$ cat config.mk
export PLATFORM = sky130hd
export DESIGN_NAME = ccv_tap
export DESIGN_NICKNAME = d
export VERILOG_FILES = /design/src/rtl/ccv_pkg.sv /design/src/rtl/ccv_tap.sv
export SDC_FILE = /design/constraint.sdc
export NUM_CORES = 1
export LEC_CHECK = 0
export ABC_AREA = 1
export BUFFER_PORTS_ARGS = -buffer_cell sky130_fd_sc_hd__buf_4
export CORE_MARGIN = 1.5
export CORE_UTILIZATION = 40
export DETAILED_ROUTE_END_ITERATION = 16
export PLACE_DENSITY_LB_ADDON = 0.2
export SYNTH_ARGS = -nofsm -noshare
export SYNTH_HDL_FRONTEND = slang
export SYNTH_SLANG_ARGS = --single-unit
$ cat constraint.sdc
create_clock -name clk -period 5.78 [get_ports clk]
set_input_delay 0.289 -clock clk [delete_from_list [all_inputs] [get_ports clk]]
set_output_delay 0.289 -clock clk [all_outputs]
set_load 0.05 [all_outputs]
$ cat src/rtl/ccv_pkg.sv
// Shared types, constants and helpers for the 2-D convolution unit.
package ccv_pkg;

  localparam int KSIZE           = 3;
  localparam int MAX_WIDTH       = 1024;
  localparam int COEFF_FRAC_BITS = 12;

  localparam int CEN    = KSIZE / 2;
  localparam int TAPS   = KSIZE * KSIZE;
  localparam int PIX_W  = 8;
  localparam int COEF_W = 16;
  localparam int PROD_W = PIX_W + COEF_W;
  localparam int SUM_W  = PROD_W + $clog2(TAPS + 1);
  localparam int Q_W    = SUM_W - COEFF_FRAC_BITS;

  localparam int CFG_W     = 64;
  localparam int REG_IDX_W = 3;
  localparam int FW_W      = 11;
  localparam int FH_W      = 13;
  localparam int ROW_W     = FH_W;
  localparam int WID_W     = $clog2(MAX_WIDTH + 1);
  localparam int COL_W     = $clog2(MAX_WIDTH);

  typedef logic signed [PIX_W-1:0]  pix_t;
  typedef logic signed [COEF_W-1:0] coef_t;
  typedef logic signed [PROD_W-1:0] prod_t;
  typedef logic signed [SUM_W-1:0]  sum_t;
  typedef logic signed [Q_W-1:0]    q_t;

  localparam sum_t ROUND_BIAS = sum_t'((64'd1 << COEFF_FRAC_BITS) - 64'd1);
  localparam q_t   Q_MAX      = q_t'(127);
  localparam q_t   Q_MIN      = q_t'(-128);

  typedef enum logic [REG_IDX_W-1:0] {
    REG_COEFFS_FIRST_FOUR  = 3'd0,
    REG_COEFFS_SECOND_FOUR = 3'd1,
    REG_COEFF_LAST         = 3'd2,
    REG_FRAME_WIDTH        = 3'd3,
    REG_FRAME_HEIGHT       = 3'd4
  } reg_idx_t;

  typedef struct packed {
    logic op;
    pix_t pixel_value;
  } pix_req_t;

  typedef struct packed {
    pix_t out_value;
    logic out_clipped;
    logic out_last;
  } res_req_t;

  // Per-item side info that rides along the line buffer chain.
  typedef struct packed {
    logic             emit;
    logic             last;
    logic [KSIZE-1:0] row_ok;
    logic [KSIZE-1:0] col_ok;
    logic [COL_W-1:0] col;
  } tag_t;

  // rows[i] holds the pixel (KSIZE-1-i) lines behind the newest one once
  // the bus has passed all line cells.
  typedef struct packed {
    logic                   valid;
    tag_t                   tag;
    pix_t [KSIZE-1:0]       rows;
  } line_bus_t;

  typedef struct packed {
    logic valid;
    logic last;
  } ctl_t;

  function automatic coef_t coeff_at(input logic [CFG_W-1:0] first_four,
                                     input logic [CFG_W-1:0] second_four,
                                     input logic [COEF_W-1:0] last_one,
                                     input int k);
    coef_t c;
    if (k < 4) begin
      c = coef_t'(first_four[16*k +: 16]);
    end else if (k < 8) begin
      c = coef_t'(second_four[16*(k-4) +: 16]);
    end else begin
      c = coef_t'(last_one);
    end
    return c;
  endfunction

  function automatic logic [WID_W-1:0] clamp_width(input logic [FW_W-1:0] fw);
    logic [WID_W-1:0] w;
    if (fw == '0) begin
      w = WID_W'(1);
    end else if (int'(fw) > MAX_WIDTH) begin
      w = WID_W'(MAX_WIDTH);
    end else begin
      w = WID_W'(fw);
    end
    return w;
  endfunction

  function automatic logic [FH_W-1:0] clamp_height(input logic [FH_W-1:0] fh);
    return (fh == '0) ? FH_W'(1) : fh;
  endfunction

endpackage

$ cat src/rtl/ccv_tap.sv
// Window tap cell: holds one neighbour pixel and its weighted product.
module ccv_tap (
  input  logic            clk,
  input  logic            shift,
  input  ccv_pkg::pix_t   val_in,
  output ccv_pkg::pix_t   val,
  input  logic            mul_en,
  input  logic            keep,
  input  ccv_pkg::coef_t  coef,
  output ccv_pkg::prod_t  prod
);

  always_ff @(posedge clk) begin
    if (shift) begin
      val <= val_in;
    end
  end

  // out-of-frame neighbours weigh zero
  always_ff @(posedge clk) begin
    if (mul_en) begin
      prod <= keep ? ccv_pkg::prod_t'(val) * ccv_pkg::prod_t'(coef) : '0;
    end
  end

endmodule

==> flow_metrics.py, run 1 <==
metrics = {
    "logic_synthesis": {
        "netlist_area_um2": 6170,
        "ys_dominant_reg_cell": "edfxtp_1",
        "synth_top_family_by_area": "adder cells",
        "synth-seq-cells": 32,
        "syn_inst": 822,
        "ys_warn_count": 0,
        "netlist.area_leader.share_pct": 33.4,
        "ys_seq_area_share_pct": 15.6,
        "ys_types": 30,
        "yosysMostFrequentCell": "inv_1",
        "synth_xor_area_share_pct": 0.426,
        "synth-simple-area-share_pct": 19.2,
        "syn_avg_cell_area_um2": 7.51,
        "synth-adder-area-share_pct": 42.5,
        "synth_area_leaders": "fa_1, inv_1, edfxtp_1",
        "synthMuxAreaShare_pct": 0,
        "syn_nets": 998,
        "synth_common_cells": "inv_1, nand2_1, fa_1, nor2_1, ha_1",
        "async_flop_share_pct": 0,
        "yosys.area.top_type": "fa_1",
        "synth-edff-count": 32,
        "synth-compound-area-share_pct": 4.18,
    },
    "sta": {
        "worst_pin_slew_ns": 0.766,
        "setup_violations": 0,
        "fin_tns_setup_ns": 0,
        "rsz0062_at_grt": "no",
        "min_period_ns": 4.79,
        "final.setup_skew_ns": 0.0134,
        "hold_viol": 0,
        "worst_slack_ns": 0.991,
        "slew_headroom_pct": 48.9,
        "period_share_pct": 82.9,
        "fmax_mhz": 209,
        "slew_violations": 0,
    },
    "worst_setup_path": {
        "regToRegSetupSlack_ns": 0.99,
        "cp_slowest_cell": "edfxtp_1",
        "crit_start": "val[2]",
        "regToRegStartpoint": "val[2]",
        "crit_type": "flip-flop to flip-flop",
        "worstSetupStartpointType": "flip-flop",
        "crit_chain": "nand2_1, fa_1, inv_1, fa_1, fa_1, fa_1, ha_1, nand2_1, nor2_1, inv_1, nor2_2, nand4_1, nand3_1, nand2_1, nand2_1, nor2_1",
        "worstPathRequired_ns": 5.84,
        "arrival_ns": 4.85,
        "r2r_cells": 16,
        "r2r_end": "prod[21]",
        "worstPathMaxFanout": 17,
        "end_kind": "flip-flop",
        "critPathCapture": "prod[21]",
        "max_stage_delay_ns": 0.78,
    },
    "floorplan": {
        "coreArea_um2": 15100,
        "rows": 45,
        "die-area_um2": 16200,
        "floorplan.initialDensity_pct": 40.8,
        "fp.dieW_um": 127,
        "die_h_um": 127,
        "pin_count": 60,
    },
    "hold_path": {
        "hold_path_class": "input port to flip-flop",
        "hold-path-cell-count": 1,
    },
    "drt": {
        "firstDrtPassIters": 4,
        "postRouteAntennaNets": 0,
        "wirelength_um": 13700,
        "drtIter0Drc": 263,
        "drc_errors": 0,
        "wl_per_cell_um": 13.1,
        "vias": 4777,
        "vias_per_cell": 4.57,
    },
    "pwr": {
        "combPwrFrac_pct": 80.6,
        "peakVddDrop_mv": 0.242,
        "clockPowerShare_pct": 7.8,
        "p_seq_share_pct": 11.6,
        "switchingPower_mw": 2.11,
        "power_mw": 3.70,
        "leakagePower_nw": 4.18,
        "intPower_mw": 1.59,
        "sw_frac_of_total_pct": 57.1,
        "cellPowerDensity_nw_per_um2": 538,
    },
    "clock_network": {
        "htreeDepth": 2,
        "clk_pin_slew_worst_paths_ns": 0.07,
        "ctsRootBufferMaster": "clkbuf_16",
        "postCtsHoldBufs": 0,
        "cts-buffers-inserted": 5,
        "clock_latency_ns": 0.30,
        "cts_buffer_depth": 2,
        "clock_sinks": 32,
        "cts_tree": "yes",
        "cts_setup_buffers": 0,
        "ctsResizeCount": 0,
    },
    "grt": {
        "grt_overflow": 0,
        "track_usage_pct": 19.2,
        "grt_start_max_net_pins": 25,
        "antenna_found_initial": 0,
        "grt_pass1_vias": 5151,
        "grt_pass1_wl_um": 24400,
    },
    "layout": {
        "num-nets-final": 1032,
        "area_growth_pct": 11.5,
        "layout-drive-gt1-share_pct": 9.45,
        "diodes": 0,
    },
    "placement": {
        "place.gp.congestion": 0.897,
        "portBuffers": 59,
        "dpl.hpwl_um": 11400,
        "preCtsSetupSlack_ns": 1.00,
    },
    "run": {
        "cap_violations": 0,
    },
    "run_status": {
        "status": "completed",
    },
}
## layout by cell type (no fill, tap or decap), types with 2 or more instances in the layout
cell / Yosys / routed
nor2_2: 4 / 4
nor2_1: 48 / 48
nand2_1: 213 / 213
nand3_2: 2 / 2
ha_1: 45 / 45
nand4_1: 5 / 5
a21oi_1: 27 / 27
buf_4: 0 / 60
fa_1: 103 / 103
nand3_1: 17 / 17
o21bai_1: 3 / 3
edfxtp_1: 32 / 32
o21a_1: 3 / 3
xor2_1: 2 / 2
o21ai_0: 8 / 8
or2_2: 3 / 3
inv_1: 263 / 263
clkbuf_16: 0 / 5
clkinvlp_4: 0 / 2
## power groups by stage
stage	logic [mW]	clock network [mW]	registers [mW]
5_1_grt	3.45	0.310	0.437
4_1_cts	3.04	0.297	0.431
2_1_floorplan	2.04	0	0.672
3_5_place_dp	3.02	0	0.436
6_report	2.98	0.288	0.428
3_3_place_gp	3.01	0	0.436
## worst max-delay path: cells and delay by family (launching register included)
kind / cells / cell delay, ns
adders and majority gates: 5 / 2.51
buffers and inverters: 2 / 0.21
and+or+nand+nor: 9 / 1.03
DFF: 1 / 0.78
## flip-flops by register name, summed over array words and instances, names as in the netlist
register	flops
val	8
prod	24
## how the worst min path moves through the flow
stage                    from  slack (ns)      to
finish              val_in[5]        0.16  val[5]
global route        val_in[5]        0.15  val[5]
CTS                 val_in[5]        0.15  val[5]
detailed placement  val_in[1]        0.47  val[1]
global placement    val_in[4]        0.47  val[4]
floorplan           val_in[0]        0.39  val[0]
## kinds of logic after synthesis
group	Yosys count
DFF	32
and+or+nand+nor	296
xor gates and xnor gates	3
AOI/OAI and AO/OA	46
adders and majority gates	148
buffers and inverters	297
## through the flow
| stage | hold slack (ns) | utilization, % | cells | area [µm²] |
|---|---|---|---|---|
| after detailed placement | 0.469 | 44.5 | 1037 | 6730 |
| after floorplan | 0.388 | - | 822 | 6170 |
| final | 0.159 | 45.4 | 1045 | 6880 |
| after global placement | 0.469 | 44.5 | 1037 | 6730 |
| after global routing | 0.154 | 45.4 | 1045 | 6880 |
| after CTS | 0.152 | 45.4 | 1045 | 6880 |
## routing by layer
metal	up-vias	GRT usage, %	share of wire [%]
met5	-	0	0
met4	0	4.95	1.5
met3	15	2.89	2.9
met2	69	35.1	51
met1	2291	23.8	44
li1	2402	-	-
## cell type report
| type | instances | area (µm²) |
|---|---|---|
| Clock buffer | 5 | 125 |
| Tap cell | 188 | 235 |
| Sequential cell | 32 | 961 |
| Clock inverter | 3 | 23.8 |
| Timing Repair Buffer | 60 | 450 |
| Fill cell | 1608 | 8260 |
| Inverter | 264 | 991 |
| Multi-Input combinational cell | 493 | 4100 |
No activity file was read; power rests on OpenSTA's default activity.
==> inputs of run 2 (changes only) <==
Clock period 5.78 ns to 4.73 ns, I/O delays scaled along.
==> run 2 against run 1 <==
Via count is 0.33% lower. Power is 25% higher. Worst setup slack lost 0.72 ns. Clock power rose by 21%. Final cell count grew 1.2%. Fmax increased by 7.3%. Global-route usage is essentially flat. Non-clock buffer count up 13. Critical path depth increased by 4. Routed wire length decreased by 0.15%.
==> flow_metrics.py, run 2 (synthesized netlist as in run 1, its figures left out) <==
metrics = {
    "grt": {
        "antenna_found_initial": 0,
        "grt_pass1_vias": 5100,
        "grt_pass1_wl_um": 24300,
        "track_usage_pct": 19.2,
        "grt_overflow": 0,
        "grt_start_max_net_pins": 25,
    },
    "floorplan": {
        "die_h_um": 127,
        "fp.dieW_um": 127,
        "die-area_um2": 16200,
        "rows": 45,
        "pin_count": 60,
        "floorplan.initialDensity_pct": 40.8,
        "coreArea_um2": 15100,
    },
    "sta": {
        "fin_tns_setup_ns": 0,
        "setup_violations": 0,
        "fmax_mhz": 224,
        "slew_violations": 0,
        "worst_slack_ns": 0.267,
        "hold_viol": 0,
        "final.setup_skew_ns": 0.0173,
        "slew_headroom_pct": 68.2,
        "worst_pin_slew_ns": 0.477,
        "min_period_ns": 4.46,
        "period_share_pct": 94.4,
    },
    "worst_setup_path": {
        "critical-path-top-delay-family": "adder cells",
        "max_stage_delay_ns": 0.55,
        "worstPathMaxFanout": 8,
        "path_common_cell": "inv_1",
        "crit_type": "flip-flop to flip-flop",
        "worstSetupStartpointType": "flip-flop",
        "arrival_ns": 4.52,
        "end_kind": "flip-flop",
        "crit_chain": "buf_4, buf_4, nand2_1, fa_1, inv_1, fa_1, fa_1, inv_1, fa_1, inv_1, ha_2, nand2_1, inv_1, nand2_1, nor2_1, nand3_1, nand3_1, nand2_1, inv_1, nor2_1",
        "worstPathRequired_ns": 4.79,
        "cp_slowest_cell": "edfxtp_1",
        "r2r_cells": 20,
        "crit_cells": 20,
        "crit_buf_inv": 7,
    },
    "clock_network": {
        "postCtsHoldBufs": 0,
        "cts_tree": "yes",
        "clock_latency_ns": 0.30,
        "htreeDepth": 2,
        "ctsRootBufferMaster": "clkbuf_16",
        "cts-buffers-inserted": 5,
        "clock_sinks": 32,
        "cts_buffer_depth": 2,
        "clk_pin_slew_worst_paths_ns": 0.07,
    },
    "layout": {
        "diodes": 0,
        "reg_top3": "prod (24), val (8)",
        "num-nets-final": 1045,
        "largest_register_ffs": 24,
        "final_cell_area_um2": 7060,
        "area_growth_pct": 14.4,
        "layout-drive-gt1-share_pct": 11.8,
        "largest-register": "prod",
        "fin_util_pct": 46.6,
        "fillCellCount": 1535,
        "final_cell_mix": "inv_1, nand2_1, fa_1, buf_4, nor2_1",
        "final_common_cell": "inv_1",
    },
    "drt": {
        "drc_errors": 0,
        "drtIter0Drc": 291,
        "firstDrtPassIters": 4,
        "wl_per_cell_um": 12.9,
        "vias_per_cell": 4.50,
        "postRouteAntennaNets": 0,
        "wirelength_um": 13700,
        "vias": 4761,
    },
    "placement": {
        "portBuffers": 59,
        "place_area_um2": 6790,
        "preCtsSetupSlack_ns": 0.163,
        "place.gp.congestion": 0.859,
        "dpl.hpwl_um": 11500,
    },
    "hold_path": {
        "hold-path-cell-count": 1,
        "hold_path_class": "input port to flip-flop",
    },
    "pwr": {
        "power_mw": 4.63,
        "cellPowerDensity_nw_per_um2": 655,
        "peakVddDrop_mv": 0.289,
        "leakagePower_nw": 4.25,
    },
    "run": {
        "cap_violations": 0,
    },
    "run_status": {
        "status": "completed",
    },
}
[run 2: changes by cell type in the layout (fill, tap and decap cells not counted), sizes merged]
cell	delta
buf	+13
[run 2: repair_timing]
item / CTS / global route
setup endpoints to repair: 0 / 12
gates resized for setup: 0 / 11
setup buffers: 0 / 6
[run 2: through the flow]
step / hold WS, ns / instances
final: 0.105 / 1058
after global routing: 0.0980 / 1058
after CTS: 0.0952 / 1052
after detailed placement: 0.416 / 1044
after global placement: 0.415 / 1044
after floorplan: 0.335 / 822
[run 2: power breakdown]
| part | total [mW] | leakage (nW) | internal [mW] | switching [mW] |
|---|---|---|---|---|
| Sequential | 0.505 | 0.326 | 0.473 | 0.0326 |
| Clock | 0.348 | 0.0660 | 0.196 | 0.151 |
| Combinational | 3.77 | 3.86 | 1.36 | 2.42 |
| Total | 4.63 | 4.25 | 2.02 | 2.60 |
[run 2: final timing paths]
kind              startpoint  endpoint  slack (ns)
setup / recovery      val[2]  prod[23]        0.27
setup reg to reg      val[2]  prod[23]        0.27
hold reg to reg       val[0]   prod[0]        1.12
hold / removal     val_in[5]    val[5]        0.10
[run 2: per-layer routing]
layer | part of all wire, % | up-vias | GRT usage, %
met1 | 44 | 2246 | 23.8
li1 | - | 2430 | -
met2 | 51 | 71 | 35.1
met5 | 0 | - | 0
met3 | 3.4 | 14 | 2.30
met4 | 1.5 | 0 | 5.41
[run 2: final cells by class]
cell class	instances	area (µm²)	share of cell area [%]
Timing Repair Buffer	73	573	8.11
Clock inverter	3	23.8	0.337
Multi-Input combinational cell	493	4160	58.8
Inverter	264	991	14.0
Sequential cell	32	961	13.6
Clock buffer	5	125	1.77
Tap cell	188	235	3.33
==> inputs of run 3 (changes only) <==
Settings changed: CORE_UTILIZATION 40 to 35, REMOVE_ABC_BUFFERS from default to 1.
==> run 3 against run 2 <==
Worst setup slack better by 0.043 ns. First-iteration DRC count fell by 10%. Die area increased by 14%. Non-clock buffer count up 4. Largest cell class unchanged. Highest routed layer unchanged.
==> flow_metrics.py, run 3 (synthesized netlist as in run 1, its figures left out) <==
metrics = {
    "grt": {
        "track_usage_pct": 16.8,
        "antenna_found_initial": 0,
        "grt_pass1_wl_um": 24200,
        "grt_pass1_vias": 4931,
        "grt_start_max_net_pins": 25,
        "grt_overflow": 0,
    },
    "worst_setup_path": {
        "worstPathMaxFanout": 5,
        "crit_buf_inv": 5,
        "worstPathRequired_ns": 4.77,
        "crit_chain": "inv_1, or2_2, fa_1, fa_1, inv_1, fa_1, inv_1, fa_1, inv_1, ha_1, nand2_1, nand2_1, nor2_2, inv_2, nand3_2, nand2_2, nand2_1, nand3_1, nand2_1, nor2_1",
        "arrival_ns": 4.46,
        "worstSetupStartpointType": "flip-flop",
        "critical-path-top-delay-family": "adder cells",
        "end_kind": "flip-flop",
        "crit_type": "flip-flop to flip-flop",
        "cp_slowest_cell": "fa_1",
        "crit_start": "val[7]",
        "max_stage_delay_ns": 0.55,
        "regToRegStartpoint": "val[7]",
    },
    "layout": {
        "final_cell_mix": "inv_1, nand2_1, fa_1, buf_4, nor2_1",
        "diodes": 0,
        "reg_top3": "prod (24), val (8)",
        "area_growth_pct": 15.0,
        "largest_register_ffs": 24,
        "largest-register": "prod",
        "fin_util_pct": 41.2,
        "num-nets-final": 1049,
        "layout-drive-gt1-share_pct": 11.3,
        "stdcell_count": 1099,
        "final_common_cell": "inv_1",
    },
    "pwr": {
        "combPwrFrac_pct": 80.5,
        "p_seq_share_pct": 11.0,
        "intPower_mw": 2.01,
        "leakagePower_nw": 4.28,
        "cellPowerDensity_nw_per_um2": 646,
        "peakVddDrop_mv": 0.316,
        "sw_frac_of_total_pct": 56.2,
        "switchingPower_mw": 2.58,
        "clockPowerShare_pct": 8.5,
    },
    "drt": {
        "vias": 4834,
        "vias_per_cell": 4.40,
        "wl_per_cell_um": 12.7,
        "drc_errors": 0,
        "drtIter0Drc": 262,
        "postRouteAntennaNets": 0,
        "wirelength_um": 14000,
        "firstDrtPassIters": 4,
    },
    "sta": {
        "period_share_pct": 93.5,
        "slew_headroom_pct": 77.7,
        "setup_violations": 0,
        "fin_tns_setup_ns": 0,
        "worst_pin_slew_ns": 0.334,
        "slew_violations": 0,
        "whs_ns": 0.120,
        "hold_viol": 0,
        "min_period_ns": 4.42,
        "final.setup_skew_ns": 0.00851,
        "rsz0062_at_grt": "no",
        "fmax_mhz": 226,
        "worst_slack_ns": 0.309,
    },
    "clock_network": {
        "htreeDepth": 2,
        "postCtsHoldBufs": 0,
        "clk_pin_slew_worst_paths_ns": 0.06,
        "cts-buffers-inserted": 5,
        "ctsRootBufferMaster": "clkbuf_16",
        "cts_buffer_depth": 2,
        "clock_sinks": 32,
        "cts_tree": "yes",
        "clock_latency_ns": 0.29,
    },
    "run_status": {
        "status": "completed",
    },
    "hold_path": {
        "hold_path_class": "input port to flip-flop",
        "holdCritStartpoint": "val_in[3]",
    },
    "floorplan": {
        "die_h_um": 136,
        "floorplan.initialDensity_pct": 35.8,
        "fp.dieW_um": 136,
        "pin_count": 60,
        "coreArea_um2": 17200,
        "rows": 48,
        "die-area_um2": 18400,
    },
    "placement": {
        "preCtsSetupSlack_ns": 0.241,
        "dpl.hpwl_um": 11700,
        "placed_cells": 1084,
        "place.gp.congestion": 0.858,
        "portBuffers": 59,
    },
    "run": {
        "cap_violations": 0,
    },
}
run 3: worst reg2reg max path, delay by kind of cell, from the launching register on:
kind / cells / cell delay, ns
fa+ha+maj: 5 / 2.44
simple gates: 10 / 1.09
flops: 1 / 0.35
buf+inv: 5 / 0.30
run 3: final cells by class:
type	instances	area [µm²]
Clock buffer	5	125
Clock inverter	3	42.5
Fill cell	1814	10100
Inverter	264	991
Multi-Input combinational cell	493	4100
Sequential cell	32	961
Tap cell	225	282
Timing Repair Buffer	77	601
run 3: final timing paths:
kind	to	slack, ns	depth (start not counted)
worst min register to register	prod[0]	0.96	4
worst min-delay path	val[3]	0.12	1
worst max-delay path	prod[20]	0.31	20
worst max register to register	prod[20]	0.31	20
run 3: through the flow:
step           power [mW]  instance area, µm²
2_1_floorplan        3.29                6050
3_3_place_gp         4.24                6880
3_5_place_dp         4.23                6880
4_1_cts              4.66                7050
5_1_grt              5.19                7100
6_report             4.59                7100
run 3: power groups by stage:
stage	combinational, mW	sequential (mW)	clock [mW]
final	3.69	0.505	0.391
after global routing	4.26	0.514	0.412
after CTS	3.74	0.513	0.402
after detailed placement	3.71	0.519	0
after global placement	3.72	0.520	0
after floorplan	2.46	0.834	0
run 3: repair_timing:
action	4_1_cts	5_1_grt
setup endpoints to repair	0	6
resized for setup	0	1
hold endpoints to repair	0	0
buffers inserted	0	7
run 3: layer usage:
layer	up-vias	share of wire, %	track usage, %
met5	-	0	0
met4	0	0.50	2.03
met3	8	2.8	1.75
met2	71	54	32.3
met1	2318	43	20.6
li1	2437	-	-
