--- src/rtl/ccv_pkg.sv ---
// Shared types, constants and helpers for the 2-D convolution unit.
package ccv_pkg;

  localparam int KSIZE           = 3;
  localparam int MAX_WIDTH       = 1024;
  localparam int COEFF_FRAC_BITS = 12;

  localparam int CEN    = KSIZE / 2;
  localparam int TAPS   = KSIZE * KSIZE;
  localparam int PIX_W  = 8;
  localparam int COEF_W = 16;
  localparam int PROD_W = PIX_W + COEF_W;
  localparam int SUM_W  = PROD_W + $clog2(TAPS + 1);
  localparam int Q_W    = SUM_W - COEFF_FRAC_BITS;

  localparam int CFG_W     = 64;
  localparam int REG_IDX_W = 3;
  localparam int FW_W      = 11;
  localparam int FH_W      = 13;
  localparam int ROW_W     = FH_W;
  localparam int WID_W     = $clog2(MAX_WIDTH + 1);
  localparam int COL_W     = $clog2(MAX_WIDTH);

  typedef logic signed [PIX_W-1:0]  pix_t;
  typedef logic signed [COEF_W-1:0] coef_t;
  typedef logic signed [PROD_W-1:0] prod_t;
  typedef logic signed [SUM_W-1:0]  sum_t;
  typedef logic signed [Q_W-1:0]    q_t;

  localparam sum_t ROUND_BIAS = sum_t'((64'd1 << COEFF_FRAC_BITS) - 64'd1);
  localparam q_t   Q_MAX      = q_t'(127);
  localparam q_t   Q_MIN      = q_t'(-128);

  typedef enum logic [REG_IDX_W-1:0] {
    REG_COEFFS_FIRST_FOUR  = 3'd0,
    REG_COEFFS_SECOND_FOUR = 3'd1,
    REG_COEFF_LAST         = 3'd2,
    REG_FRAME_WIDTH        = 3'd3,
    REG_FRAME_HEIGHT       = 3'd4
  } reg_idx_t;

  typedef struct packed {
    logic op;
    pix_t pixel_value;
  } pix_req_t;

  typedef struct packed {
    pix_t out_value;
    logic out_clipped;
    logic out_last;
  } res_req_t;

  // Per-item side info that rides along the line buffer chain.
  typedef struct packed {
    logic             emit;
    logic             last;
    logic [KSIZE-1:0] row_ok;
    logic [KSIZE-1:0] col_ok;
    logic [COL_W-1:0] col;
  } tag_t;

  // rows[i] holds the pixel (KSIZE-1-i) lines behind the newest one once
  // the bus has passed all line cells.
  typedef struct packed {
    logic                   valid;
    tag_t                   tag;
    pix_t [KSIZE-1:0]       rows;
  } line_bus_t;

  typedef struct packed {
    logic valid;
    logic last;
  } ctl_t;

  function automatic coef_t coeff_at(input logic [CFG_W-1:0] first_four,
                                     input logic [CFG_W-1:0] second_four,
                                     input logic [COEF_W-1:0] last_one,
                                     input int k);
    coef_t c;
    if (k < 4) begin
      c = coef_t'(first_four[16*k +: 16]);
    end else if (k < 8) begin
      c = coef_t'(second_four[16*(k-4) +: 16]);
    end else begin
      c = coef_t'(last_one);
    end
    return c;
  endfunction

  function automatic logic [WID_W-1:0] clamp_width(input logic [FW_W-1:0] fw);
    logic [WID_W-1:0] w;
    if (fw == '0) begin
      w = WID_W'(1);
    end else if (int'(fw) > MAX_WIDTH) begin
      w = WID_W'(MAX_WIDTH);
    end else begin
      w = WID_W'(fw);
    end
    return w;
  endfunction

  function automatic logic [FH_W-1:0] clamp_height(input logic [FH_W-1:0] fh);
    return (fh == '0) ? FH_W'(1) : fh;
  endfunction

endpackage

--- src/rtl/ccv_acc.sv ---
// Adder tree plus truncate-toward-zero and 8-bit saturation.
module ccv_acc (
  input  logic                                       clk,
  input  logic                                       rst,
  input  logic                                       adv,
  input  ccv_pkg::ctl_t                              in_ctl,
  input  ccv_pkg::prod_t [ccv_pkg::TAPS-1:0]         prods,
  output ccv_pkg::ctl_t                              res_ctl,
  output ccv_pkg::res_req_t                          res_data
);

  ccv_pkg::sum_t rsum      [ccv_pkg::KSIZE];
  ccv_pkg::sum_t rsum_next [ccv_pkg::KSIZE];
  ccv_pkg::sum_t total;
  ccv_pkg::sum_t total_next;
  ccv_pkg::sum_t biased;
  ccv_pkg::q_t   q;
  ccv_pkg::ctl_t a_ctl;
  ccv_pkg::ctl_t b_ctl;

  always_comb begin
    for (int m = 0; m < ccv_pkg::KSIZE; m++) begin
      rsum_next[m] = '0;
      for (int k = 0; k < ccv_pkg::KSIZE; k++) begin
        rsum_next[m] = rsum_next[m] + ccv_pkg::sum_t'(prods[m*ccv_pkg::KSIZE + k]);
      end
    end
  end

  always_comb begin
    total_next = '0;
    for (int m = 0; m < ccv_pkg::KSIZE; m++) begin
      total_next = total_next + rsum[m];
    end
  end

  always_ff @(posedge clk) begin
    if (rst) begin
      a_ctl <= '0;
      b_ctl <= '0;
    end else if (adv) begin
      a_ctl <= in_ctl;
      b_ctl <= a_ctl;
    end
  end

  always_ff @(posedge clk) begin
    if (adv) begin
      rsum  <= rsum_next;
      total <= total_next;
    end
  end

  // negative sums get a bias so the arithmetic shift rounds toward zero
  always_comb begin
    biased = total + (total[ccv_pkg::SUM_W-1] ? ccv_pkg::ROUND_BIAS : '0);
    q      = ccv_pkg::q_t'(biased[ccv_pkg::SUM_W-1:ccv_pkg::COEFF_FRAC_BITS]);
    res_data.out_last = b_ctl.last;
    if (q > ccv_pkg::Q_MAX) begin
      res_data.out_value   = ccv_pkg::pix_t'(ccv_pkg::Q_MAX);
      res_data.out_clipped = 1'b1;
    end else if (q < ccv_pkg::Q_MIN) begin
      res_data.out_value   = ccv_pkg::pix_t'(ccv_pkg::Q_MIN);
      res_data.out_clipped = 1'b1;
    end else begin
      res_data.out_value   = ccv_pkg::pix_t'(q);
      res_data.out_clipped = 1'b0;
    end
  end

  assign res_ctl = b_ctl;

endmodule

--- config.mk ---
export PLATFORM = sky130hd
export DESIGN_NAME = ccv_acc
export DESIGN_NICKNAME = d
export VERILOG_FILES = /design/src/rtl/ccv_pkg.sv /design/src/rtl/ccv_acc.sv
export SDC_FILE = /design/constraint.sdc
export NUM_CORES = 1
export LEC_CHECK = 0
export BUFFER_PORTS_ARGS = -buffer_cell sky130_fd_sc_hd__clkbuf_2
export CAP_MARGIN = 20
export CORE_ASPECT_RATIO = 0.5
export CORE_MARGIN = 3
export CORE_UTILIZATION = 33
export CTS_CLUSTER_DIAMETER = 150
export DETAILED_ROUTE_END_ITERATION = 10
export PLACE_DENSITY = 0.62
export SETUP_SLACK_MARGIN = 0.4
export SLEW_MARGIN = 25
export SYNTH_ARGS = -nofsm -noshare
export SYNTH_HDL_FRONTEND = slang
export SYNTH_SLANG_ARGS = --single-unit
--- constraint.sdc ---
create_clock -name clk -period 4.51 [get_ports clk]
set_input_delay 0.2255 -clock clk [delete_from_list [all_inputs] [get_ports clk]]
set_output_delay 0.2255 -clock clk [all_outputs]
set_load 0.01 [all_outputs]
==> flow_summary.toml, run 1 <==
[outcome]
status = "finished clean"

[timing]
fmax_mhz = 265
fin_tns_setup_ns = 0
maxSlewHeadroom_pct = 48.5
timing.final.crit_period_ns = 3.77
finalHoldViolations = 0
setup_viol = 0
clock_skew_ns = 0.0103
min_period_over_period_pct = 83.6
rsz0062_at_grt = "no"
max_slew.worst_pin.slew_ns = 0.772
maxSlewViolCount = 0

[logic_synthesis]
syn-num-nets = 1408
synth_flop_cell = "edfxtp_1"
netlist_top_cells_area = "edfxtp_1 (30%), fa_1 (19%), ha_1 (13%)"
synthDistinctLibCells = 68
synth_most_common_cell = "ha_1"
synthArstFlopShare_pct = 0
ys_ff_latch = 110
syn_inst = 976
syn_avg_cell_area_um2 = 10.9
yosys_warnings = 0
yosysSeqAreaShare_pct = 30.6
syn-cell-area_um2 = 10700
synth.top_cell.area_share_pct = 29.8
synth_top_area_cell = "edfxtp_1"
yosys-top-cells-count = "ha_1 (109), edfxtp_1 (106), fa_1 (102)"
synth_edf_count = 106

[clocking]
htreeDepth = 3
cts.repair.resized = 1
postCtsSetupBuffers = 0
path_clk_slew_ns = 0.08
cts_hold_buf = 0
cts_root_buf = "clkbuf_16"
clk_latency_ns = 0.36
cts_buffer_depth = 2
cts_made_buffers = 9
cts.sinks = 110
cts_tree = "done"

[die]
ios = 233
row_count = 45
die_h_um = 133
fp.dieArea_um2 = 34700
initial_utilization_pct = 34.3
die_w_um = 260
coreArea_um2 = 31100

[layout]
drive_above_1_share_pct = 22.7
final_cell_count_no_fill = 1643
n_antenna_cell = 0
syn2layout_area_growth_pct = 18.7
fin_nets = 1648

[setup_path]
critPathMaxFanout = 13
r2r-end = "total[21]"
end_kind = "primary output"
criticalPathCategory = "reg2out"
worstPathArrival_ns = 3.54
cp.required_ns = 4.28
regToRegStartpoint = "rsum[1]"
reg2reg_depth = 11
rrSetupSlack_ns = 1.16
startpoint_type = "register"

[grt]
grt_most_used_layer = "met2"
grt_util_all_layers_pct = 15.1
antenna_found_initial = 0
grtUsageMet2_pct = 27.5
globalRoute.totalOverflow = 0
grt_max_degree = 79
grtUsageMet3_pct = 2.32
use_met1_pct = 19.6
grt_pass1_vias = 8464
grt_first_pass_wirelength_mm = 42.3

[pwr]
p_leak_nw = 5.46
total_power_mw = 7.44
p_per_area_nw_per_um2 = 587
peakVddDrop_uv = 326

[worst_hold_path]
hold_class = "in2reg"
whs_path_depth = 2
hold_path.startpoint = "rst"
hold_end = "a_ctl[0]"

[placement]
dp.cells = 1628
gp_congestion = 0.866
placement.io_buffers = 232
dpl.hpwl_mm = 22.3

[route]
num_vias = 8288
dr.pass1.iters = 5
ant_nets = 0
drcViolationCount = 0
wirelength_mm = 26.1
wire_per_inst_um = 15.9
routed_via_density = 5.04
drt_iter0_drc = 534

[run]
cap_viol_max_count = 0
## sequential cells by signal, indices dropped and copies added, names as in the netlist
register  count
total        28
a_ctl         2
res_ctl       2
rsum         78
## worst max-delay path: stages, from the launching register on
cell and delay, ns:
edfxtp_1 0.78, ha_1 0.37, a211oi_1 0.24, nor2_1 0.12
nor4_4 0.41, a211oi_4 0.14, xnor2_1 0.18, o41a_4 0.52
o32ai_2 0.25, clkbuf_2 0.17
## cell type report
type | count | area [um^2]
clock buffers | 9 | 225
well taps | 423 | 529
flip-flops and latches | 110 | 3260
multi-input cells | 802 | 7180
inverters | 59 | 221
fillers | 3022 | 18400
clock inverters | 6 | 71.3
repair buffers | 234 | 1180
## metal layers
layer,up-vias,part of all wire (%),routed length [um]
met1,4050,45,11700
met3,14,3.3,852
met5,-,0,0
li1,4067,-,-
met2,157,51,13400
met4,0,0.73,191
## through the flow
| stage | hold slack (ns) | utilization, % | setup WS (ns) | instance area [um^2] |
|---|---|---|---|---|
| floorplan | 0.298 | - | 1.44 | 10700 |
| global placement | 0.432 | 39.8 | 0.845 | 12400 |
| detailed placement | 0.445 | 39.8 | 0.666 | 12400 |
| CTS | 0.0541 | 40.7 | 0.627 | 12700 |
| global route | 0.0588 | 40.8 | 0.556 | 12700 |
| finish | 0.0707 | 40.8 | 0.740 | 12700 |
## worst max-delay path by stage
stage | slack, ns | cells after the start | to | start
2_1_floorplan | 1.44 | 12 | rsum[82] | prods[1]
5_1_grt | 0.56 | 9 | res_data[2] | total[27]
4_1_cts | 0.63 | 10 | res_data[1] | total[27]
3_5_place_dp | 0.67 | 10 | res_data[1] | total[27]
6_report | 0.74 | 9 | res_data[2] | total[27]
3_3_place_gp | 0.84 | 13 | rsum[82] | prods[1]
## logic make-up after synthesis
| group | share of synthesized area, % |
|---|---|
| buf+inv | 2.30 |
| simple gates | 11.3 |
| flops | 30.6 |
| xor+xnor | 6.82 |
| compound gates | 16.3 |
| fa+ha+maj | 31.9 |
| mux | 0.762 |
## where the power goes
part	switching (mW)	leakage (nW)	internal, mW
registers	0.248	1.07	1.76
clock network	0.373	0.144	0.434
logic	2.59	4.25	2.03
## cells in the final DEF, fill, tap and decap left out, types with 4 or more instances in the layout
master | synthesis | routed
o21a_1 | 11 | 11
mux2i_1 | 7 | 7
nor3_1 | 19 | 19
a21boi_0 | 4 | 4
a211oi_1 | 15 | 15
or3_1 | 8 | 8
nor4_1 | 5 | 5
or2_2 | 5 | 5
xnor2_1 | 63 | 63
nand2_1 | 48 | 48
o22ai_1 | 6 | 6
a31oi_1 | 7 | 7
nand3_1 | 33 | 33
o21ai_1 | 4 | 4
inv_1 | 59 | 59
xor2_1 | 17 | 17
edfxtp_1 | 106 | 106
o31ai_1 | 4 | 4
and3_1 | 8 | 8
o21bai_1 | 10 | 10
fa_1 | 102 | 102
nor2_1 | 65 | 65
clkbuf_2 | 0 | 231
a21o_1 | 34 | 34
nand2b_1 | 16 | 16
o21ai_0 | 43 | 43
nand4_1 | 8 | 8
ha_1 | 109 | 109
clkbuf_16 | 0 | 9
o211ai_1 | 6 | 6
o2111ai_1 | 4 | 4
dfxtp_1 | 4 | 4
a21oi_1 | 77 | 76
nor2b_1 | 14 | 14
Note: power is estimated with default switching activity, not from simulation.
==> run 2: changes to the inputs <==
- PLACE_DENSITY: 0.62 -> 0.64
- clock period: 4.51 -> 3.3 ns (I/O delays scaled with it)
==> run 2 against run 1 <==
Setup slack got worse by 0.68 ns. Cell count increased by 3.0%. Register-to-register slack lost 0.94 ns. Power rose by 56%. Clock power is 35% higher. Sequential power increased by 36%. Sequential cell count unchanged. Sequential share of layout area fell by 1.7 points. Combinational power is 68% higher. Critical path type unchanged. Highest routed layer unchanged.
==> flow_summary.toml, run 2 (synthesis gave the netlist of run 1 again) <==
[outcome]
status = "finished clean"

[clocking]
htreeDepth = 3
cts_buffer_depth = 2
cts_root_buf = "clkbuf_16"
cts_tree = "done"
path_clk_slew_ns = 0.08
clk_latency_ns = 0.36
cts_made_buffers = 9
cts.sinks = 110

[layout]
multiInputGateArea_um2 = 7640
seqCellArea_um2 = 3260
largest_reg_flops = 78
n_antenna_cell = 0
syn2layout_area_growth_pct = 26.9
mostFrequentLayoutCells = "clkbuf_2 (228), edfxtp_1 (106), ha_1 (98), fa_1 (96), xnor2_1 (63)"
drive_above_1_share_pct = 31.0
final_cell_count_no_fill = 1692
regMostFlops = "rsum"
fin_nets = 1697
nFillCells = 2948
layout_commonest_cell = "clkbuf_2"
top_regs = "rsum (78), total (28)"

[setup_path]
criticalPathCategory = "reg2out"
cp-startpoint = "total[27]"
crit_path_end = "res_data[2]"
critPathMaxStageDelay_ns = 0.49
crit_family = "compound AO/OA/AOI/OAI gates"
critPathMaxFanout = 11
cp.required_ns = 3.13
end_kind = "primary output"
regToRegStartpoint = "rsum[1]"
rrSetupSlack_ns = 0.22
worstPathArrival_ns = 3.07
path_cells = "buf_8 -> buf_4 -> ha_4 -> nand4_1 -> a21oi_2 -> o21ai_4 -> a211oi_4 -> xnor2_1 -> o41a_4 -> o32ai_2 -> buf_2"
slowest_stage = "o41a_4"
worst-path-stages = 11
cp_num_buf_inv = 3
reg2reg_depth = 13
r2r-end = "total[23]"
startpoint_type = "register"

[pwr]
total_power_mw = 11.6
peakVddDrop_uv = 465
p_leak_nw = 5.76
p_per_area_nw_per_um2 = 855

[die]
fp.dieArea_um2 = 34700
row_count = 45
coreArea_um2 = 31100
die_w_um = 260
initial_utilization_pct = 34.3
ios = 233
die_h_um = 133

[timing]
finalHoldViolations = 0
rsz0062_at_grt = "yes"
maxSlewViolCount = 0
maxSlewHeadroom_pct = 43.5
min_period_over_period_pct = 98.2
max_slew.worst_pin.slew_ns = 0.848
timing.final.crit_period_ns = 3.24
setup_viol = 0
fmax_mhz = 309
clock_skew_ns = 0.0116

[grt]
grt_pass1_vias = 8854
antenna_found_initial = 0
globalRoute.totalOverflow = 0
grt_max_degree = 61
grt_first_pass_wirelength_mm = 43.3
grt_util_all_layers_pct = 15.6

[placement]
gp_congestion = 0.907
dp.cells = 1647
placement.io_buffers = 232
dpl.hpwl_mm = 22.3

[route]
num_vias = 8563
wirelength_mm = 27.3
dr.pass1.iters = 7
wire_per_inst_um = 16.1
drt_iter0_drc = 429
routed_via_density = 5.06
drcViolationCount = 0
ant_nets = 0

[worst_hold_path]
whs_path_depth = 3
hold_class = "in2reg"

[run]
cap_viol_max_count = 0
run 2: power by group:
| group | internal (mW) | leakage, nW | total, mW | switching [mW] |
|---|---|---|---|---|
| registers | 2.41 | 1.07 | 2.73 | 0.316 |
| logic | 3.57 | 4.55 | 7.76 | 4.19 |
| clock network | 0.589 | 0.144 | 1.09 | 0.501 |
| total | 6.57 | 5.76 | 11.6 | 5.00 |
run 2: tightest hold or removal path: stages:
cell and delay, ns:
clkbuf_2 0.08, mux2i_1 0.06, nor2_1 0.08
run 2: timing repair:
| action | 4_1_cts | 5_1_grt |
|---|---|---|
| hold buffers | 1 | 0 |
| setup buffers | 21 | 8 |
| hold endpoints to repair | 4 | 0 |
| gates resized for setup | 52 | 64 |
| endpoints found under the setup margin | 28 | 40 |
| pin swaps | 26 | 47 |
run 2: layout make-up:
cell class / instances / area share (%)
Inverter: 59 / 1.64
Clock inverter: 5 / 0.444
Clock buffer: 10 / 1.69
Timing Repair Buffer: 283 / 11.8
Tap cell: 423 / 3.91
Multi-Input combinational cell: 802 / 56.4
Sequential cell: 110 / 24.1
run 2: per-layer routing:
layer | GRT usage [%] | vias to the layer above | routed length (um) | share of wire, %
met4 | 2.97 | 0 | 248 | 0.91
met5 | 0 | - | 0 | 0
met1 | 19.7 | 4224 | 11900 | 44
met3 | 2.45 | 20 | 976 | 3.6
met2 | 28.3 | 148 | 14200 | 52
li1 | - | 4171 | - | -
run 2: worst min-delay path by stage:
stage / to / slack, ns / from
floorplan: a_ctl[0] / 0.24 / rst
global placement: a_ctl[0] / 0.38 / rst
detailed placement: res_ctl[1] / 0.39 / rst
CTS: a_ctl[0] / 0.03 / in_ctl[0]
global route: a_ctl[0] / 0.04 / in_ctl[0]
finish: a_ctl[0] / 0.05 / in_ctl[0]
run 2: metrics by stage:
step	cell area (um^2)	util, %	setup TNS (ns)	hold WS [ns]	setup slack [ns]
6_report	13500	43.6	0	0.0475	0.0607
5_1_grt	13500	43.6	-0.568	0.0394	-0.109
4_1_cts	13200	42.5	0	0.0333	0.0395
3_5_place_dp	12500	40.3	-0.286	0.386	-0.145
3_3_place_gp	12500	40.3	-0.110	0.376	-0.0908
2_1_floorplan	10700	-	0	0.237	0.354
==> run 3: changes to the inputs <==
- CORE_ASPECT_RATIO: 0.5 -> not set
==> run 3 against run 2 <==
Sequential cell count stayed put. Die area is 0.38% lower. Critical path type unchanged. Power is 1.5% lower. Global-route usage is 1.1 points lower. First-iteration DRC count is 0.47% lower. Largest power group unchanged.
==> flow_summary.toml, run 3 (synthesis gave the netlist of run 1 again) <==
[outcome]
status = "finished clean"

[clocking]
cts_buffer_depth = 2
cts_made_buffers = 9
cts.sinks = 110
path_clk_slew_ns = 0.07
htreeDepth = 3
cts_root_buf = "clkbuf_16"
clk_latency_ns = 0.36
cts_tree = "done"

[setup_path]
rrSetupSlack_ns = 0.21
worstPathArrival_ns = 3.02
crit_path_end = "res_data[2]"
cp-startpoint = "total[27]"
cp.required_ns = 3.13
end_kind = "primary output"
r2r-end = "total[27]"
criticalPathCategory = "reg2out"
reg2reg_depth = 12
startpoint_type = "register"
critPathMaxFanout = 12
regToRegStartpoint = "rsum[57]"

[pwr]
p_leak_nw = 5.66
p_per_area_nw_per_um2 = 855
peakVddDrop_uv = 423

[worst_hold_path]
hold_path.startpoint = "in_ctl[0]"
hold_class = "in2reg"

[layout]
n_antenna_cell = 0
largest_reg_flops = 78
top_regs = "rsum (78), total (28)"
layout_commonest_cell = "clkbuf_2"
regMostFlops = "rsum"
syn2layout_area_growth_pct = 24.9
utilization_pct = 42.0
mostFrequentLayoutCells = "clkbuf_2 (228), edfxtp_1 (106), fa_1 (100), ha_1 (98), xnor2_1 (63)"
fin_nets = 1680
drive_above_1_share_pct = 29.7
nFillCells = 3019

[grt]
grt_util_all_layers_pct = 14.5
grt_pass1_vias = 8463
grt_first_pass_wirelength_mm = 40.0
grt_max_degree = 58
antenna_found_initial = 0
globalRoute.totalOverflow = 0

[route]
ant_nets = 0
routed_via_density = 5.05
wire_per_inst_um = 15.3
num_vias = 8361
drt_iter0_drc = 427
dr.pass1.iters = 5
drcViolationCount = 0
wirelength_mm = 25.4

[timing]
rsz0062_at_grt = "yes"
min_period_over_period_pct = 96.5
clock_skew_ns = 0.0113
finalHoldViolations = 0
fmax_mhz = 314
layout_setup_ws_ns = 0.117
maxSlewHeadroom_pct = 49.3
setup_viol = 0
timing.final.crit_period_ns = 3.18
maxSlewViolCount = 0
max_slew.worst_pin.slew_ns = 0.761

[run]
cap_viol_max_count = 0

[die]
die_w_um = 186
die_h_um = 186
fp.dieArea_um2 = 34500
initial_utilization_pct = 33.6
row_count = 65
coreArea_um2 = 31700
ios = 233

[placement]
placement.io_buffers = 232
pre_cts_ws_ns = 0.0237
dpl.hpwl_mm = 21.0
gp_congestion = 0.857
## run 3: metrics by stage
step / power (mW) / cell area [um^2] / hold slack (ns) / std cells / TNS [ns]
floorplan: 7.42 / 10700 / 0.237 / 976 / 0
global placement: 8.87 / 12400 / 0.378 / 1618 / 0
detailed placement: 9.02 / 12400 / 0.384 / 1618 / 0
CTS: 10.5 / 12900 / 0.0260 / 1644 / 0
global route: 12.4 / 13300 / 0.0676 / 1655 / -0.131
finish: 11.4 / 13300 / 0.0414 / 1655 / 0
## run 3: worst min-delay path by stage
stage | end | slack, ns | cells past startpoint
5_1_grt | a_ctl[0] | 0.07 | 3
3_3_place_gp | res_ctl[0] | 0.38 | 2
4_1_cts | a_ctl[0] | 0.03 | 3
3_5_place_dp | a_ctl[0] | 0.38 | 2
6_report | a_ctl[0] | 0.04 | 3
2_1_floorplan | a_ctl[0] | 0.24 | 1
## run 3: worst max-delay path: stages, from the launching register on
cell and delay, ns:
edfxtp_1 0.38, buf_6 0.17, ha_1 0.29, a21o_1 0.16
a21o_1 0.19, o21ai_4 0.21, a211oi_4 0.11, xnor2_1 0.15
o41a_4 0.52, o32ai_4 0.28, buf_2 0.18
## run 3: layout make-up
type                       instances  area (um^2)  area share [%]
multi-input combinational        802         7600            57.0
sequential                       110         3260            24.5
timing repair buffer             266         1460            11.0
tap                              402          503            3.77
clock buffer                       9          225            1.69
inverter                          59          221            1.66
clock inverter                     7         58.8           0.441
## run 3: power breakdown
part	total, mW	switching [mW]	internal [mW]	leakage (nW)
Sequential	2.75	0.341	2.41	1.07
Combinational	7.60	4.03	3.56	4.45
Clock	1.05	0.528	0.523	0.138
Total	11.4	4.90	6.50	5.66
## run 3: layer usage
layer / vias to the layer above / track usage (%) / routed length, um
li1: 4134 / - / -
met2: 185 / 25.7 / 13000
met3: 16 / 1.13 / 957
met5: - / 0 / 0
met1: 4026 / 19.0 / 11100
met4: 0 / 4.14 / 321
## run 3: what timing repair did
action,4_1_cts,5_1_grt
pin swaps,21,49
setup buffers,9,11
gates resized for setup,36,63
setup endpoints to repair,25,34
hold buffers,1,0
endpoints found under the hold margin,4,0
gates cloned,0,0
